<file path="src/hdl/csa_pkg.sv">
package csa_pkg;

  localparam int ENCODER_BITS_DEF  = 12;
  localparam int POSITION_BITS_DEF = 32;

  localparam int SUM_BITS  = 48;
  localparam int PROD_BITS = 62;
  localparam int CMD_BITS  = 63;
  localparam int DIV_BITS  = 20;
  localparam int PER_BITS  = 13;
  localparam int TOL_BITS  = 12;
  localparam int RATE_BITS = 20;

  localparam logic [DIV_BITS-1:0] US_PER_S = DIV_BITS'(1000000);
  localparam logic [60:0] PROD_LIM = 61'(1) << 60;

  localparam logic [31:0]          KP_RESET       = 32'd2560000;
  localparam logic [31:0]          KI_RESET       = 32'd0;
  localparam logic [31:0]          KD_RESET       = 32'd25600000;
  localparam logic [TOL_BITS-1:0]  TOL_RESET      = TOL_BITS'(11);
  localparam logic [PER_BITS-1:0]  MIN_PER_RESET  = PER_BITS'(25);
  localparam logic [PER_BITS-1:0]  MAX_PER_RESET  = PER_BITS'(5000);
  localparam logic [PER_BITS-1:0]  HOME_PER_RESET = PER_BITS'(1000);
  localparam logic [RATE_BITS-1:0] RATE_RESET     = RATE_BITS'(40000);

  typedef enum logic [2:0] {
    ACT_SAMPLE  = 3'd0,
    ACT_TARGET  = 3'd1,
    ACT_ENABLE  = 3'd2,
    ACT_DISABLE = 3'd3,
    ACT_HOME    = 3'd4,
    ACT_RESET   = 3'd5
  } action_t;

  typedef enum logic [2:0] {
    REG_KP       = 3'd0,
    REG_KI       = 3'd1,
    REG_KD       = 3'd2,
    REG_TOL      = 3'd3,
    REG_MIN_PER  = 3'd4,
    REG_MAX_PER  = 3'd5,
    REG_HOME_PER = 3'd6,
    REG_MAX_RATE = 3'd7
  } cfg_reg_t;

endpackage

</file>
<file path="src/hdl/csa_if.sv">
interface csa_item_if #(
  parameter int ENCODER_BITS = csa_pkg::ENCODER_BITS_DEF
);
  logic                    valid;
  logic                    ready;
  logic [2:0]              action;
  logic                    sample_valid;
  logic [ENCODER_BITS-1:0] angle_raw;
  logic                    control_tick;
  logic                    limit_hit;
  logic [31:0]             now_us;
  logic signed [31:0]      target_value;

  modport source (output valid, action, sample_valid, angle_raw, control_tick, limit_hit,
                  now_us, target_value, input ready);
  modport sink (input valid, action, sample_valid, angle_raw, control_tick, limit_hit,
                now_us, target_value, output ready);
endinterface

interface csa_result_if;
  logic                          valid;
  logic                          ready;
  logic                          step_pulse;
  logic                          direction;
  logic [csa_pkg::PER_BITS-1:0]  step_period;
  logic signed [31:0]            position_counts;
  logic                          homing_active;
  logic                          loop_enabled;

  modport source (output valid, step_pulse, direction, step_period, position_counts,
                  homing_active, loop_enabled, input ready);
  modport sink (input valid, step_pulse, direction, step_period, position_counts,
                homing_active, loop_enabled, output ready);
endinterface

interface csa_cfg_if;
  logic        valid;
  logic        ready;
  logic [2:0]  index;
  logic [31:0] data;

  modport source (output valid, index, data, input ready);
  modport sink (input valid, index, data, output ready);
endinterface

</file>
<file path="src/hdl/closed_loop_stepper_axis.sv">
// Timing: a command, an invalid sample or a sample without control tick
// takes the short path through S_STEP or S_RESULT; a control tick that runs
// PID goes through the shared gain multiplier (16 bits a cycle) for P, I and D,
// then through the divider unless the rate is zero.
// Throughput: one transaction at a time; ready is high only when idle.
// Reset (rst, synchronous, active high) clears the axis, restores registers.
module closed_loop_stepper_axis #(
  parameter int ENCODER_BITS  = csa_pkg::ENCODER_BITS_DEF,
  parameter int POSITION_BITS = csa_pkg::POSITION_BITS_DEF
) (
  input  logic      clk,
  input  logic      rst,
  csa_item_if.sink  item,
  csa_result_if.source result,
  csa_cfg_if.sink   cfg
);
  localparam int E    = ENCODER_BITS;
  localparam int P    = POSITION_BITS;
  localparam int TW   = P - E;
  localparam int EW   = ((P > 32) ? P : 32) + 1;   // error width
  localparam int DW   = EW + 1;                     // derivative width
  localparam int SW   = csa_pkg::SUM_BITS;
  localparam int SXW  = SW + 2;
  localparam int VW   = (DW > SW) ? DW : SW;        // multiplier operand width
  localparam int PB   = csa_pkg::PER_BITS;
  localparam int CB   = csa_pkg::CMD_BITS;
  localparam int RB   = csa_pkg::RATE_BITS;
  localparam logic [E-1:0] QUARTER = E'(1) << (E - 2);
  localparam logic [E-1:0] THREE_Q = E'(3) << (E - 2);
  localparam logic signed [SXW-1:0] SUM_LIM = SXW'((64'(1) << 47) - 64'(1));

  typedef enum logic [3:0] {
    S_IDLE, S_ERR, S_MUL_START, S_MUL_WAIT, S_RATE, S_DIV,
    S_DIV_WAIT, S_PERIOD, S_STEP, S_RESULT
  } state_t;

  typedef enum logic [1:0] {OP_P, OP_I, OP_D} op_t;

  // configuration registers
  logic [31:0]   kp_gain, ki_gain, kd_gain;
  logic [csa_pkg::TOL_BITS-1:0] tolerance_counts;
  logic [PB-1:0] period_floor, period_ceiling, homing_period_us;
  logic [RB-1:0] max_rate_sps;

  // axis state
  logic [E-1:0]          last_angle;
  logic [TW-1:0]         turn_count;
  logic signed [31:0]    target_position;
  logic signed [SW-1:0]  error_sum;
  logic signed [EW-1:0]  previous_error;
  logic                  enabled_flag, homing_flag, direction_flag;
  logic [PB-1:0]         period_register;
  logic [31:0]           next_step_time;

  // sequencer working registers
  state_t                state;
  op_t                   op;
  logic [31:0]           now_q;
  logic signed [EW-1:0]  err_q;
  logic signed [DW-1:0]  deriv_q;
  logic signed [CB-1:0]  cmd;
  logic [RB-1:0]         rate_q;
  logic                  pulse_q;
  logic                  res_valid;

  // combinational helpers
  logic [E-1:0]          ang;
  logic                  wrap_up, wrap_down;
  logic [P-1:0]          pos_bits;
  logic signed [EW-1:0]  err;
  logic signed [SXW-1:0] sum_raw;
  logic signed [SW-1:0]  sum_sat;
  logic signed [DW-1:0]  deriv;
  logic [CB-1:0]         cmd_mag;
  logic [CB-17:0]        rate_full;
  logic [EW-1:0]         aerr;
  logic [csa_pkg::DIV_BITS-1:0] quot;
  logic [PB-1:0]         per_clamp;
  logic [PB-1:0]         per_final;
  logic                  in_tol;
  logic [31:0]           since;

  // shared units
  logic                              mul_start, mul_done;
  logic [31:0]                       mul_gain;
  logic signed [VW-1:0]              mul_value;
  logic signed [csa_pkg::PROD_BITS-1:0] mul_product;
  logic                              div_start, div_done;

  assign ang       = item.angle_raw;
  assign wrap_up   = (last_angle > THREE_Q) && (ang < QUARTER);
  assign wrap_down = (last_angle < QUARTER) && (ang > THREE_Q);
  assign pos_bits  = {turn_count, last_angle};

  // error, saturating integrator and derivative
  assign err     = EW'($signed(target_position)) - EW'($signed(pos_bits));
  assign sum_raw = SXW'(error_sum) + SXW'(err);
  assign sum_sat = (sum_raw > SUM_LIM) ? SW'(SUM_LIM) :
                   (sum_raw < -SUM_LIM) ? SW'(-SUM_LIM) : SW'(sum_raw);
  assign deriv   = DW'(err) - DW'(previous_error);

  // command magnitude to rate
  assign cmd_mag   = cmd[CB-1] ? CB'(-cmd) : CB'(cmd);
  assign rate_full = cmd_mag[CB-1:16];

  // period from quotient, then tolerance, enable and zero-rate overrides
  assign aerr      = err_q[EW-1] ? EW'(-err_q) : EW'(err_q);
  assign in_tol    = aerr <= EW'(tolerance_counts);
  assign per_clamp = (quot < csa_pkg::DIV_BITS'(period_floor)) ? period_floor :
                     (quot > csa_pkg::DIV_BITS'(period_ceiling)) ? period_ceiling :
                     PB'(quot);
  assign per_final = (in_tol || !enabled_flag || rate_q == '0) ? period_ceiling : per_clamp;
  assign since     = now_q - next_step_time;

  always_comb begin
    unique case (op)
      OP_P: begin
        mul_gain  = kp_gain;
        mul_value = VW'(err_q);
      end
      OP_I: begin
        mul_gain  = ki_gain;
        mul_value = VW'(error_sum);
      end
      OP_D: begin
        mul_gain  = kd_gain;
        mul_value = VW'(deriv_q);
      end
      default: begin
        mul_gain  = '0;
        mul_value = '0;
      end
    endcase
  end

  assign mul_start = (state == S_MUL_START);
  assign div_start = (state == S_DIV) && (rate_q != '0);

  csa_gain_mul #(.VW(VW)) u_mul (
    .clk     (clk),
    .rst     (rst),
    .start   (mul_start),
    .gain    (mul_gain),
    .value   (mul_value),
    .done    (mul_done),
    .product (mul_product)
  );

  csa_div u_div (
    .clk      (clk),
    .rst      (rst),
    .start    (div_start),
    .divisor  (rate_q),
    .done     (div_done),
    .quotient (quot)
  );

  // configuration writes land in any cycle; the sender keeps them to idle time
  assign cfg.ready  = 1'b1;
  assign item.ready = (state == S_IDLE);
  assign result.valid = res_valid;

  always_ff @(posedge clk) begin
    if (rst) begin
      kp_gain          <= csa_pkg::KP_RESET;
      ki_gain          <= csa_pkg::KI_RESET;
      kd_gain          <= csa_pkg::KD_RESET;
      tolerance_counts <= csa_pkg::TOL_RESET;
      period_floor     <= csa_pkg::MIN_PER_RESET;
      period_ceiling   <= csa_pkg::MAX_PER_RESET;
      homing_period_us <= csa_pkg::HOME_PER_RESET;
      max_rate_sps     <= csa_pkg::RATE_RESET;
    end else if (cfg.valid) begin
      unique case (csa_pkg::cfg_reg_t'(cfg.index))
        csa_pkg::REG_KP:       kp_gain          <= cfg.data;
        csa_pkg::REG_KI:       ki_gain          <= cfg.data;
        csa_pkg::REG_KD:       kd_gain          <= cfg.data;
        csa_pkg::REG_TOL:      tolerance_counts <= cfg.data[csa_pkg::TOL_BITS-1:0];
        csa_pkg::REG_MIN_PER:  period_floor     <= cfg.data[PB-1:0];
        csa_pkg::REG_MAX_PER:  period_ceiling   <= cfg.data[PB-1:0];
        csa_pkg::REG_HOME_PER: homing_period_us <= cfg.data[PB-1:0];
        csa_pkg::REG_MAX_RATE: max_rate_sps     <= cfg.data[RB-1:0];
        default: ;
      endcase
    end
  end

  always_ff @(posedge clk) begin
    if (rst) begin
      state           <= S_IDLE;
      op              <= OP_P;
      res_valid       <= 1'b0;
      pulse_q         <= 1'b0;
      last_angle      <= '0;
      turn_count      <= '0;
      target_position <= '0;
      error_sum       <= '0;
      previous_error  <= '0;
      enabled_flag    <= 1'b1;
      homing_flag     <= 1'b0;
      direction_flag  <= 1'b0;
      period_register <= csa_pkg::MAX_PER_RESET;
      next_step_time  <= '0;
    end else begin
      // drop the result once the sink takes it
      if (res_valid && result.ready) res_valid <= 1'b0;

      unique case (state)
        S_IDLE: begin
          if (item.valid) begin
            pulse_q <= 1'b0;
            state   <= S_RESULT;
            unique case (csa_pkg::action_t'(item.action))
              csa_pkg::ACT_SAMPLE: begin
                if (item.sample_valid) begin
                  // unwrap turns on the quarter-turn crossings
                  if (wrap_up) turn_count <= turn_count + 1'b1;
                  else if (wrap_down) turn_count <= turn_count - 1'b1;
                  last_angle <= ang;
                  now_q      <= item.now_us;
                  state      <= S_STEP;
                  if (item.control_tick) begin
                    if (homing_flag) begin
                      if (item.limit_hit) begin
                        // home found: zero the axis, hand over to the loop
                        homing_flag     <= 1'b0;
                        enabled_flag    <= 1'b1;
                        turn_count      <= '0;
                        target_position <= '0;
                        error_sum       <= '0;
                        previous_error  <= '0;
                      end else begin
                        direction_flag  <= 1'b1;
                        period_register <= homing_period_us;
                      end
                    end else begin
                      state <= S_ERR;
                    end
                  end
                end
              end
              csa_pkg::ACT_TARGET:  target_position <= item.target_value;
              csa_pkg::ACT_ENABLE:  enabled_flag <= 1'b1;
              csa_pkg::ACT_DISABLE: enabled_flag <= 1'b0;
              csa_pkg::ACT_HOME: begin
                homing_flag  <= 1'b1;
                enabled_flag <= 1'b0;
              end
              csa_pkg::ACT_RESET: begin
                last_angle      <= '0;
                turn_count      <= '0;
                target_position <= '0;
                error_sum       <= '0;
                previous_error  <= '0;
                homing_flag     <= 1'b0;
                direction_flag  <= 1'b0;
                next_step_time  <= '0;
                period_register <= period_ceiling;
                enabled_flag    <= 1'b0;
              end
              default: ;
            endcase
          end
        end

        S_ERR: begin
          err_q          <= err;
          deriv_q        <= deriv;
          error_sum      <= sum_sat;
          previous_error <= err;
          cmd            <= '0;
          op             <= OP_P;
          state          <= S_MUL_START;
        end

        S_MUL_START: state <= S_MUL_WAIT;

        S_MUL_WAIT: begin
          if (mul_done) begin
            // accumulate P, then I, then D through the one multiplier
            cmd <= cmd + CB'(mul_product);
            unique case (op)
              OP_P: begin
                op    <= OP_I;
                state <= S_MUL_START;
              end
              OP_I: begin
                op    <= OP_D;
                state <= S_MUL_START;
              end
              default: state <= S_RATE;
            endcase
          end
        end

        S_RATE: begin
          direction_flag <= !cmd[CB-1] && (cmd != '0);
          rate_q <= (rate_full > (CB-16)'(max_rate_sps)) ? max_rate_sps : RB'(rate_full);
          state  <= S_DIV;
        end

        S_DIV: state <= (rate_q != '0) ? S_DIV_WAIT : S_PERIOD;

        S_DIV_WAIT: if (div_done) state <= S_PERIOD;

        S_PERIOD: begin
          period_register <= per_final;
          if (in_tol) error_sum <= '0;
          state <= S_STEP;
        end

        S_STEP: begin
          // issue a step when due, measured against the wrapping microsecond time
          if ((enabled_flag || homing_flag) && (period_register < period_ceiling) &&
              !since[31]) begin
            pulse_q        <= 1'b1;
            next_step_time <= next_step_time + 32'(period_register);
          end
          state <= S_RESULT;
        end

        S_RESULT: begin
          // hold until the output register is free
          if (!res_valid || result.ready) begin
            res_valid              <= 1'b1;
            result.step_pulse      <= pulse_q;
            result.direction       <= direction_flag;
            result.step_period     <= period_register;
            result.position_counts <= 32'(pos_bits);
            result.homing_active   <= homing_flag;
            result.loop_enabled    <= enabled_flag;
            state                  <= S_IDLE;
          end
        end

        default: state <= S_IDLE;
      endcase
    end
  end
endmodule

</file>
<file path="src/hdl/csa_gain_mul.sv">
module csa_gain_mul #(
  parameter int VW = 48
) (
  input  logic                                 clk,
  input  logic                                 rst,
  input  logic                                 start,
  input  logic [31:0]                          gain,
  input  logic signed [VW-1:0]                 value,
  output logic                                 done,
  output logic signed [csa_pkg::PROD_BITS-1:0] product
);
  localparam int NCH  = (VW + 15) / 16;
  localparam int CW   = NCH * 16;
  localparam int AW   = CW + 32;
  localparam int CNTW = $clog2(NCH + 1);

  logic            busy;
  logic            fin;
  logic [CNTW-1:0] cnt;
  logic [CW-1:0]   mag;
  logic [AW-1:0]   acc;
  logic [31:0]     g;
  logic            neg;
  logic [VW-1:0]   mag_in;
  logic [47:0]     pp;
  logic [60:0]     sat;

  assign mag_in = value[VW-1] ? VW'(-value) : VW'(value);
  assign pp     = {16'b0, g} * {32'b0, mag[CW-1 -: 16]};
  assign sat    = (acc > AW'(csa_pkg::PROD_LIM)) ? csa_pkg::PROD_LIM : acc[60:0];

  always_ff @(posedge clk) begin
    if (rst) begin
      busy <= 1'b0;
      fin  <= 1'b0;
      done <= 1'b0;
    end else begin
      done <= 1'b0;
      fin  <= 1'b0;
      if (start) begin
        g    <= gain;
        neg  <= value[VW-1];
        mag  <= CW'(mag_in);
        acc  <= '0;
        cnt  <= CNTW'(NCH);
        busy <= 1'b1;
      end else if (busy) begin
        // MSB chunk first: shift the running sum up and add the new partial
        acc <= (acc << 16) + AW'(pp);
        mag <= mag << 16;
        cnt <= cnt - 1'b1;
        if (cnt == CNTW'(1)) begin
          busy <= 1'b0;
          fin  <= 1'b1;
        end
      end
      if (fin) begin
        done    <= 1'b1;
        product <= neg ? -$signed({1'b0, sat}) : $signed({1'b0, sat});
      end
    end
  end
endmodule

</file>
<file path="src/hdl/csa_div.sv">
module csa_div (
  input  logic                         clk,
  input  logic                         rst,
  input  logic                         start,
  input  logic [csa_pkg::DIV_BITS-1:0] divisor,
  output logic                         done,
  output logic [csa_pkg::DIV_BITS-1:0] quotient
);
  localparam int NW   = csa_pkg::DIV_BITS;
  localparam int CNTW = $clog2(NW + 1);

  logic            busy;
  logic [CNTW-1:0] cnt;
  logic [NW-1:0]   d;
  logic [NW-1:0]   rem;
  logic [NW:0]     rem_sh;
  logic            fits;

  assign rem_sh = {rem, quotient[NW-1]};
  assign fits   = rem_sh >= {1'b0, d};

  always_ff @(posedge clk) begin
    if (rst) begin
      busy <= 1'b0;
      done <= 1'b0;
    end else begin
      done <= 1'b0;
      if (start) begin
        d        <= divisor;
        rem      <= '0;
        quotient <= csa_pkg::US_PER_S;
        cnt      <= CNTW'(NW);
        busy     <= 1'b1;
      end else if (busy) begin
        // restoring division, one quotient bit per cycle
        rem      <= fits ? NW'(rem_sh - {1'b0, d}) : NW'(rem_sh);
        quotient <= {quotient[NW-2:0], fits};
        cnt      <= cnt - 1'b1;
        if (cnt == CNTW'(1)) begin
          busy <= 1'b0;
          done <= 1'b1;
        end
      end
    end
  end
endmodule
</file>
<file path="src/flat_wrapper.sv">
// flat-port wrapper written by rule: the top's interface ports become plain ports
module closed_loop_stepper_axis_flat 
#(
  parameter int ENCODER_BITS  = csa_pkg::ENCODER_BITS_DEF,
  parameter int POSITION_BITS = csa_pkg::POSITION_BITS_DEF
)
  (clk, rst, item_valid, item_action, item_sample_valid, item_angle_raw, item_control_tick, item_limit_hit, item_now_us, item_target_value, item_ready, result_valid, result_step_pulse, result_direction, result_step_period, result_position_counts, result_homing_active, result_loop_enabled, result_ready, cfg_valid, cfg_index, cfg_data, cfg_ready);
  csa_item_if #(.ENCODER_BITS(ENCODER_BITS)) item_i ();
  csa_result_if result_i ();
  csa_cfg_if cfg_i ();
  input  logic clk;
  input  logic rst;
  input wire logic [$bits(item_i.valid)-1:0] item_valid;
  input wire logic [$bits(item_i.action)-1:0] item_action;
  input wire logic [$bits(item_i.sample_valid)-1:0] item_sample_valid;
  input wire logic [$bits(item_i.angle_raw)-1:0] item_angle_raw;
  input wire logic [$bits(item_i.control_tick)-1:0] item_control_tick;
  input wire logic [$bits(item_i.limit_hit)-1:0] item_limit_hit;
  input wire logic [$bits(item_i.now_us)-1:0] item_now_us;
  input wire logic [$bits(item_i.target_value)-1:0] item_target_value;
  output wire logic [$bits(item_i.ready)-1:0] item_ready;
  output wire logic [$bits(result_i.valid)-1:0] result_valid;
  output wire logic [$bits(result_i.step_pulse)-1:0] result_step_pulse;
  output wire logic [$bits(result_i.direction)-1:0] result_direction;
  output wire logic [$bits(result_i.step_period)-1:0] result_step_period;
  output wire logic [$bits(result_i.position_counts)-1:0] result_position_counts;
  output wire logic [$bits(result_i.homing_active)-1:0] result_homing_active;
  output wire logic [$bits(result_i.loop_enabled)-1:0] result_loop_enabled;
  input wire logic [$bits(result_i.ready)-1:0] result_ready;
  input wire logic [$bits(cfg_i.valid)-1:0] cfg_valid;
  input wire logic [$bits(cfg_i.index)-1:0] cfg_index;
  input wire logic [$bits(cfg_i.data)-1:0] cfg_data;
  output wire logic [$bits(cfg_i.ready)-1:0] cfg_ready;
  assign item_i.valid = item_valid;
  assign item_i.action = item_action;
  assign item_i.sample_valid = item_sample_valid;
  assign item_i.angle_raw = item_angle_raw;
  assign item_i.control_tick = item_control_tick;
  assign item_i.limit_hit = item_limit_hit;
  assign item_i.now_us = item_now_us;
  assign item_i.target_value = item_target_value;
  assign item_ready = item_i.ready;
  assign result_valid = result_i.valid;
  assign result_step_pulse = result_i.step_pulse;
  assign result_direction = result_i.direction;
  assign result_step_period = result_i.step_period;
  assign result_position_counts = result_i.position_counts;
  assign result_homing_active = result_i.homing_active;
  assign result_loop_enabled = result_i.loop_enabled;
  assign result_i.ready = result_ready;
  assign cfg_i.valid = cfg_valid;
  assign cfg_i.index = cfg_index;
  assign cfg_i.data = cfg_data;
  assign cfg_ready = cfg_i.ready;
  closed_loop_stepper_axis #(.ENCODER_BITS(ENCODER_BITS), .POSITION_BITS(POSITION_BITS)) u_core (.clk(clk), .rst(rst), .item(item_i), .result(result_i), .cfg(cfg_i));
endmodule
</file>
<file path="config.mk">
export PLATFORM = sky130hd
export DESIGN_NAME = closed_loop_stepper_axis_flat
export DESIGN_NICKNAME = d
export VERILOG_FILES = /design/src/hdl/csa_pkg.sv /design/src/hdl/csa_if.sv /design/src/hdl/closed_loop_stepper_axis.sv /design/src/hdl/csa_gain_mul.sv /design/src/hdl/csa_div.sv /design/src/flat_wrapper.sv
export SDC_FILE = /design/constraint.sdc
export NUM_CORES = 2
export LEC_CHECK = 0
export ABC_AREA = 1
export BUFFER_PORTS_ARGS = -buffer_cell sky130_fd_sc_hd__buf_2
export CAP_MARGIN = 0
export CORE_MARGIN = 4
export CORE_UTILIZATION = 38
export CTS_CLUSTER_DIAMETER = 40
export CTS_CLUSTER_SIZE = 12
export DETAILED_ROUTE_END_ITERATION = 10
export GPL_ROUTABILITY_DRIVEN = 0
export GPL_TIMING_DRIVEN = 0
export PLACE_DENSITY = 0.62
export SYNTH_ARGS = -nofsm -noshare
export SYNTH_HDL_FRONTEND = slang
export SYNTH_SLANG_ARGS = --single-unit
</file>
<file path="constraint.sdc">
create_clock -name clk -period 28 [get_ports clk]
set_input_delay 5.6 -clock clk [delete_from_list [all_inputs] [get_ports clk]]
set_output_delay 5.6 -clock clk [all_outputs]
set_load 0.005 [all_outputs]
</file>
==> results by stage <==
STA:
- The transition time at the pin with the least slew margin is 1386 ps.
- The worst path uses 28.85% of the clock period.
- The final-report setup violation count is 0.
- The worst hold slack after final layout is 440.7 ps.
- Setup repair after global routing left no endpoint under its margin.
- Based on the critical path, the design can be clocked at up to 123.8 MHz.
- The number of failing hold endpoints at the final stage is 0.
- Measured against its own limit, the worst slew margin works out to 7.267%.
- The minimum period implied by the final worst setup slack is 8077 ps.
- Across the routed clock network, the largest skew measured is 64.83 ps.
- Setup total negative slack on the finished layout was measured at 0 ps.
- The count of final max-slew check failures is 0.

GRT:
- For this run, global-route usage on met1 was measured as 31.40%.
- For met2 alone, demand over resource in global routing was 38.30%.
- The met3 track demand over resource in global routing is 4.047%.
- The first global-routing pass estimated 387,500 um of wire.
- The highest-utilization routing layer at the global route stage is met2.
- The initial antenna violation count came to 27.
- The number of global-route vias before repair is 67.57k.
- The global route total overflow is 0.
- The total global-route track usage is 24.19%.
- The pin count of the biggest net entering global routing is 70.

Clock tree:
- TritonCTS built the clock tree.
- The number of setup buffers added after CTS is 0.
- The cell at the root of the clock tree is sky130_fd_sc_hd__clkbuf_16.
- After clock tree synthesis, the flow added hold-fix buffers numbering 0.
- The number of gates resized after CTS is 0.
- The clock reaches the later pin of the worst-skew pair after 800 ps.
- Clock-pin slew was measured on the worst setup and hold paths at 60 ps.
- The maximum root-to-sink buffer count is 3.
- Clock tree synthesis inserted a total of 132 buffers.
- The number of sinks driven by the clock tree is 894.
- The number of H-tree levels is 4.

Worst hold path:
- The worst hold path was traced through 0 stages.
- The hold-critical path endpoint is u_core.result.direction$_DFFE_PP_.
- The tightest min-delay check is of the flip-flop to flip-flop type.
- The startpoint identified for the worst hold timing path is u_core.direction_flag$_SDFFE_PP0P_.

Route:
- For this run, design rule violations remaining after detail routing come to 0.
- The via density per instance is 5.337.
- Before antenna repair, the detailed router went through 6 iterations.
- The detail route stage leaves a number of antenna-violating nets equal to 0.
- The mean routed wirelength per cell is 19.43 um.
- The sum of routed wire length over all layers is 254,100 um.
- The number of vias in the routed layout is 69.78k.
- In this run, the number of DRC markers left after iteration 0 of detailed routing was 6,691.

Logic synthesis:
- The main flop type after synthesis is sky130_fd_sc_hd__edfxtp_1.
- The area of the mapped netlist is 75,180 sq um.
- The dominant cell type by area after synthesis is sky130_fd_sc_hd__edfxtp_1.
- During synthesis, Yosys emitted a total of 0 warnings.
- The fraction of the yosys area taken by sequential cells is 30.74%.
- The gate count of the mapped netlist is 9,997.
- The fraction of post-synthesis cell area in the top cell type by area is 20.81%.
- The average cell area after synthesis is 7.520 sq um.
- The fraction of registers with async set or reset after synthesis is 0%.
- The synthesized flop and latch total is 894.
- The number of enable-type register cells in the synthesized netlist is 521.
- Ranked by total cell area, the synthesized netlist is headed by sky130_fd_sc_hd__edfxtp_1 (21%), sky130_fd_sc_hd__fa_1 (12%), sky130_fd_sc_hd__nand2_1 (11%).
- The number of library cell types mapped by synthesis is 81.
- The number of nets handed over by synthesis was 11.03k.

Layout:
- In the final layout, the share of cells above drive strength 1 is 6.032%.
- The net count of the finished layout is 11.35k.
- The top cell types in the final layout, fill and taps aside, are sky130_fd_sc_hd__nand2_1 (2,217), sky130_fd_sc_hd__inv_1 (1,643), sky130_fd_sc_hd__nor2_1 (1,032).
- The post-synthesis to final-layout area growth is 12.17%.
- Once layout is complete, the cells apart from fillers number 13.08k.
- The most frequent standard cell in the layout excluding fill and tap cells is sky130_fd_sc_hd__nand2_1.
- Measured on the finished design, the core utilization comes to 43.07%.

Floorplan:
- Measured along the y axis, the die boundary spans 452.8 um.
- The number of top-level pins is 174.
- The die is 452.8 um wide.
- The initial utilization of the core area, before any placement, comes to 38.39%.
- The floorplan step defined a die boundary enclosing 205,000 sq um.
- The area of the core is 195,800 sq um.
- The total number of placement rows is 162.

Critical path:
- The length in cells of the worst reg-to-reg path is 28.
- Tracing the worst setup path back leads to its startpoint at rst.
- The internal reg-to-reg setup slack is 19,950 ps.
- The worst flop-to-flop path endpoint is u_core.u_mul.acc[46]$_SDFFCE_PP0P_.
- The nature of the critical path startpoint is an input port.
- The element type at the critical path end is a flip-flop.
- The setup path with the least slack is of type input port to flip-flop.
- The startpoint identified for the worst register-to-register timing path is u_core.u_mul.g[7]$_DFFE_PP_.
- The required arrival time at the worst endpoint is 28,480 ps.
- Data on the critical path arrives at its endpoint at 8560 ps.
- Of all nets on the critical path, the largest fanout is 32.

Outcome:
- The run finished with clean final reports.

Place:
- Counting tap cells, the placed design contains a total of 12.81k instances.
- Summed over all nets, the half-perimeter wirelength after detailed placement is 205,200 um.
- The number of port buffers is 169.

Run:
- The max capacitance violation total is 0.
==> per-stage QoR <==
step           setup slack, ps  area (sq um)
3_3_place_gp              7194         79310
4_1_cts                  19970         84270
6_report                 19920         84320
3_5_place_dp             19120         79640
2_1_floorplan            12110         75180
5_1_grt                  19620         84310
==> cells in the mapped netlist, types with 20 or more instances <==
cell type,instances
sky130_fd_sc_hd__a211oi_1,20
sky130_fd_sc_hd__a21oi_1,789
sky130_fd_sc_hd__a21oi_2,28
sky130_fd_sc_hd__a31oi_1,50
sky130_fd_sc_hd__buf_2,30
sky130_fd_sc_hd__buf_6,21
sky130_fd_sc_hd__clkbuf_1,268
sky130_fd_sc_hd__dfxtp_1,373
sky130_fd_sc_hd__edfxtp_1,521
sky130_fd_sc_hd__fa_1,456
sky130_fd_sc_hd__ha_1,453
sky130_fd_sc_hd__inv_1,1643
sky130_fd_sc_hd__inv_2,24
sky130_fd_sc_hd__nand2_1,2217
sky130_fd_sc_hd__nand3_1,468
sky130_fd_sc_hd__nand3b_1,53
sky130_fd_sc_hd__nand4_1,131
sky130_fd_sc_hd__nor2_1,1036
sky130_fd_sc_hd__nor3_1,125
sky130_fd_sc_hd__nor4_1,53
sky130_fd_sc_hd__o211ai_1,39
sky130_fd_sc_hd__o21a_1,54
sky130_fd_sc_hd__o21ai_0,568
sky130_fd_sc_hd__o21ai_1,36
sky130_fd_sc_hd__xnor2_1,64
sky130_fd_sc_hd__xor2_1,182
==> metal layers <==
layer | up-vias | share of wire, %
li1 | 33040 | -
met4 | 4 | 6.1
met3 | 650 | 8.0
met2 | 3087 | 45
met1 | 32990 | 41
met5 | - | 0.0071
==> cell families (layout without fill, tap and decap cells) <==
group           count (synthesis)  in the layout  share of synthesized area [%]
simple gates                 4197           4197                          23.44
buf+inv                      2021           2452                          10.40
compound gates               1724           1724                          12.79
fa+ha+maj                     909            909                          19.68
flops                         894            894                          30.74
xor+xnor                      247            247                          2.888
mux                             4              4                        0.05326
other cells                     1             24                       0.004988
==> state kept, by name, indices dropped and copies added, names as in the netlist, 32 cells and up <==
register,flops
u_core.result.position_counts,32
u_core.u_mul.mag,48
u_core.cmd,63
u_core.next_step_time,32
u_core.kd_gain,32
u_core.ki_gain,32
u_core.error_sum,48
u_core.deriv_q,34
u_core.previous_error,33
u_core.now_q,32
u_core.err_q,33
u_core.u_mul.g,32
u_core.kp_gain,32
u_core.target_position,32
u_core.u_mul.acc,80
u_core.u_mul.product,62
==> worst max-delay path: stages <==
cell and delay [ps]:
sky130_fd_sc_hd__clkbuf_1 230, sky130_fd_sc_hd__clkinv_1 290, sky130_fd_sc_hd__clkbuf_1 710, sky130_fd_sc_hd__clkbuf_1 630, sky130_fd_sc_hd__nand2_1 190, sky130_fd_sc_hd__nor2_4 570
sky130_fd_sc_hd__buf_12 290
==> layout make-up <==
cell class,count,area [sq um]
Tap cell,2624,3283
Antenna cell,23,57.56
Multi-Input combinational cell,7082,44310
Inverter,1677,6302
Timing Repair Buffer,188,1111
Buffer,344,1520
Clock buffer,154,3437
Clock inverter,89,1195
Sequential cell,894,23110
Fill cell,19810,111500
==> worst max path at each step <==
stage	end	slack (ps)
6_report	u_core.result.position_counts[26]$_DFFE_PP_	19920
5_1_grt	u_core.u_mul.acc[72]$_SDFFCE_PP0P_	19620
4_1_cts	u_core.result.position_counts[31]$_DFFE_PP_	19970
3_5_place_dp	u_core.result.position_counts[31]$_DFFE_PP_	19120
3_3_place_gp	u_core.u_mul.acc[10]$_SDFFCE_PP0P_	7190
2_1_floorplan	u_core.u_mul.acc[0]$_SDFFCE_PP0P_	12110
Power is left out: the tool's default activity adds up to more than one toggle a clock period on the data nets, which glitch-free logic cannot reach.
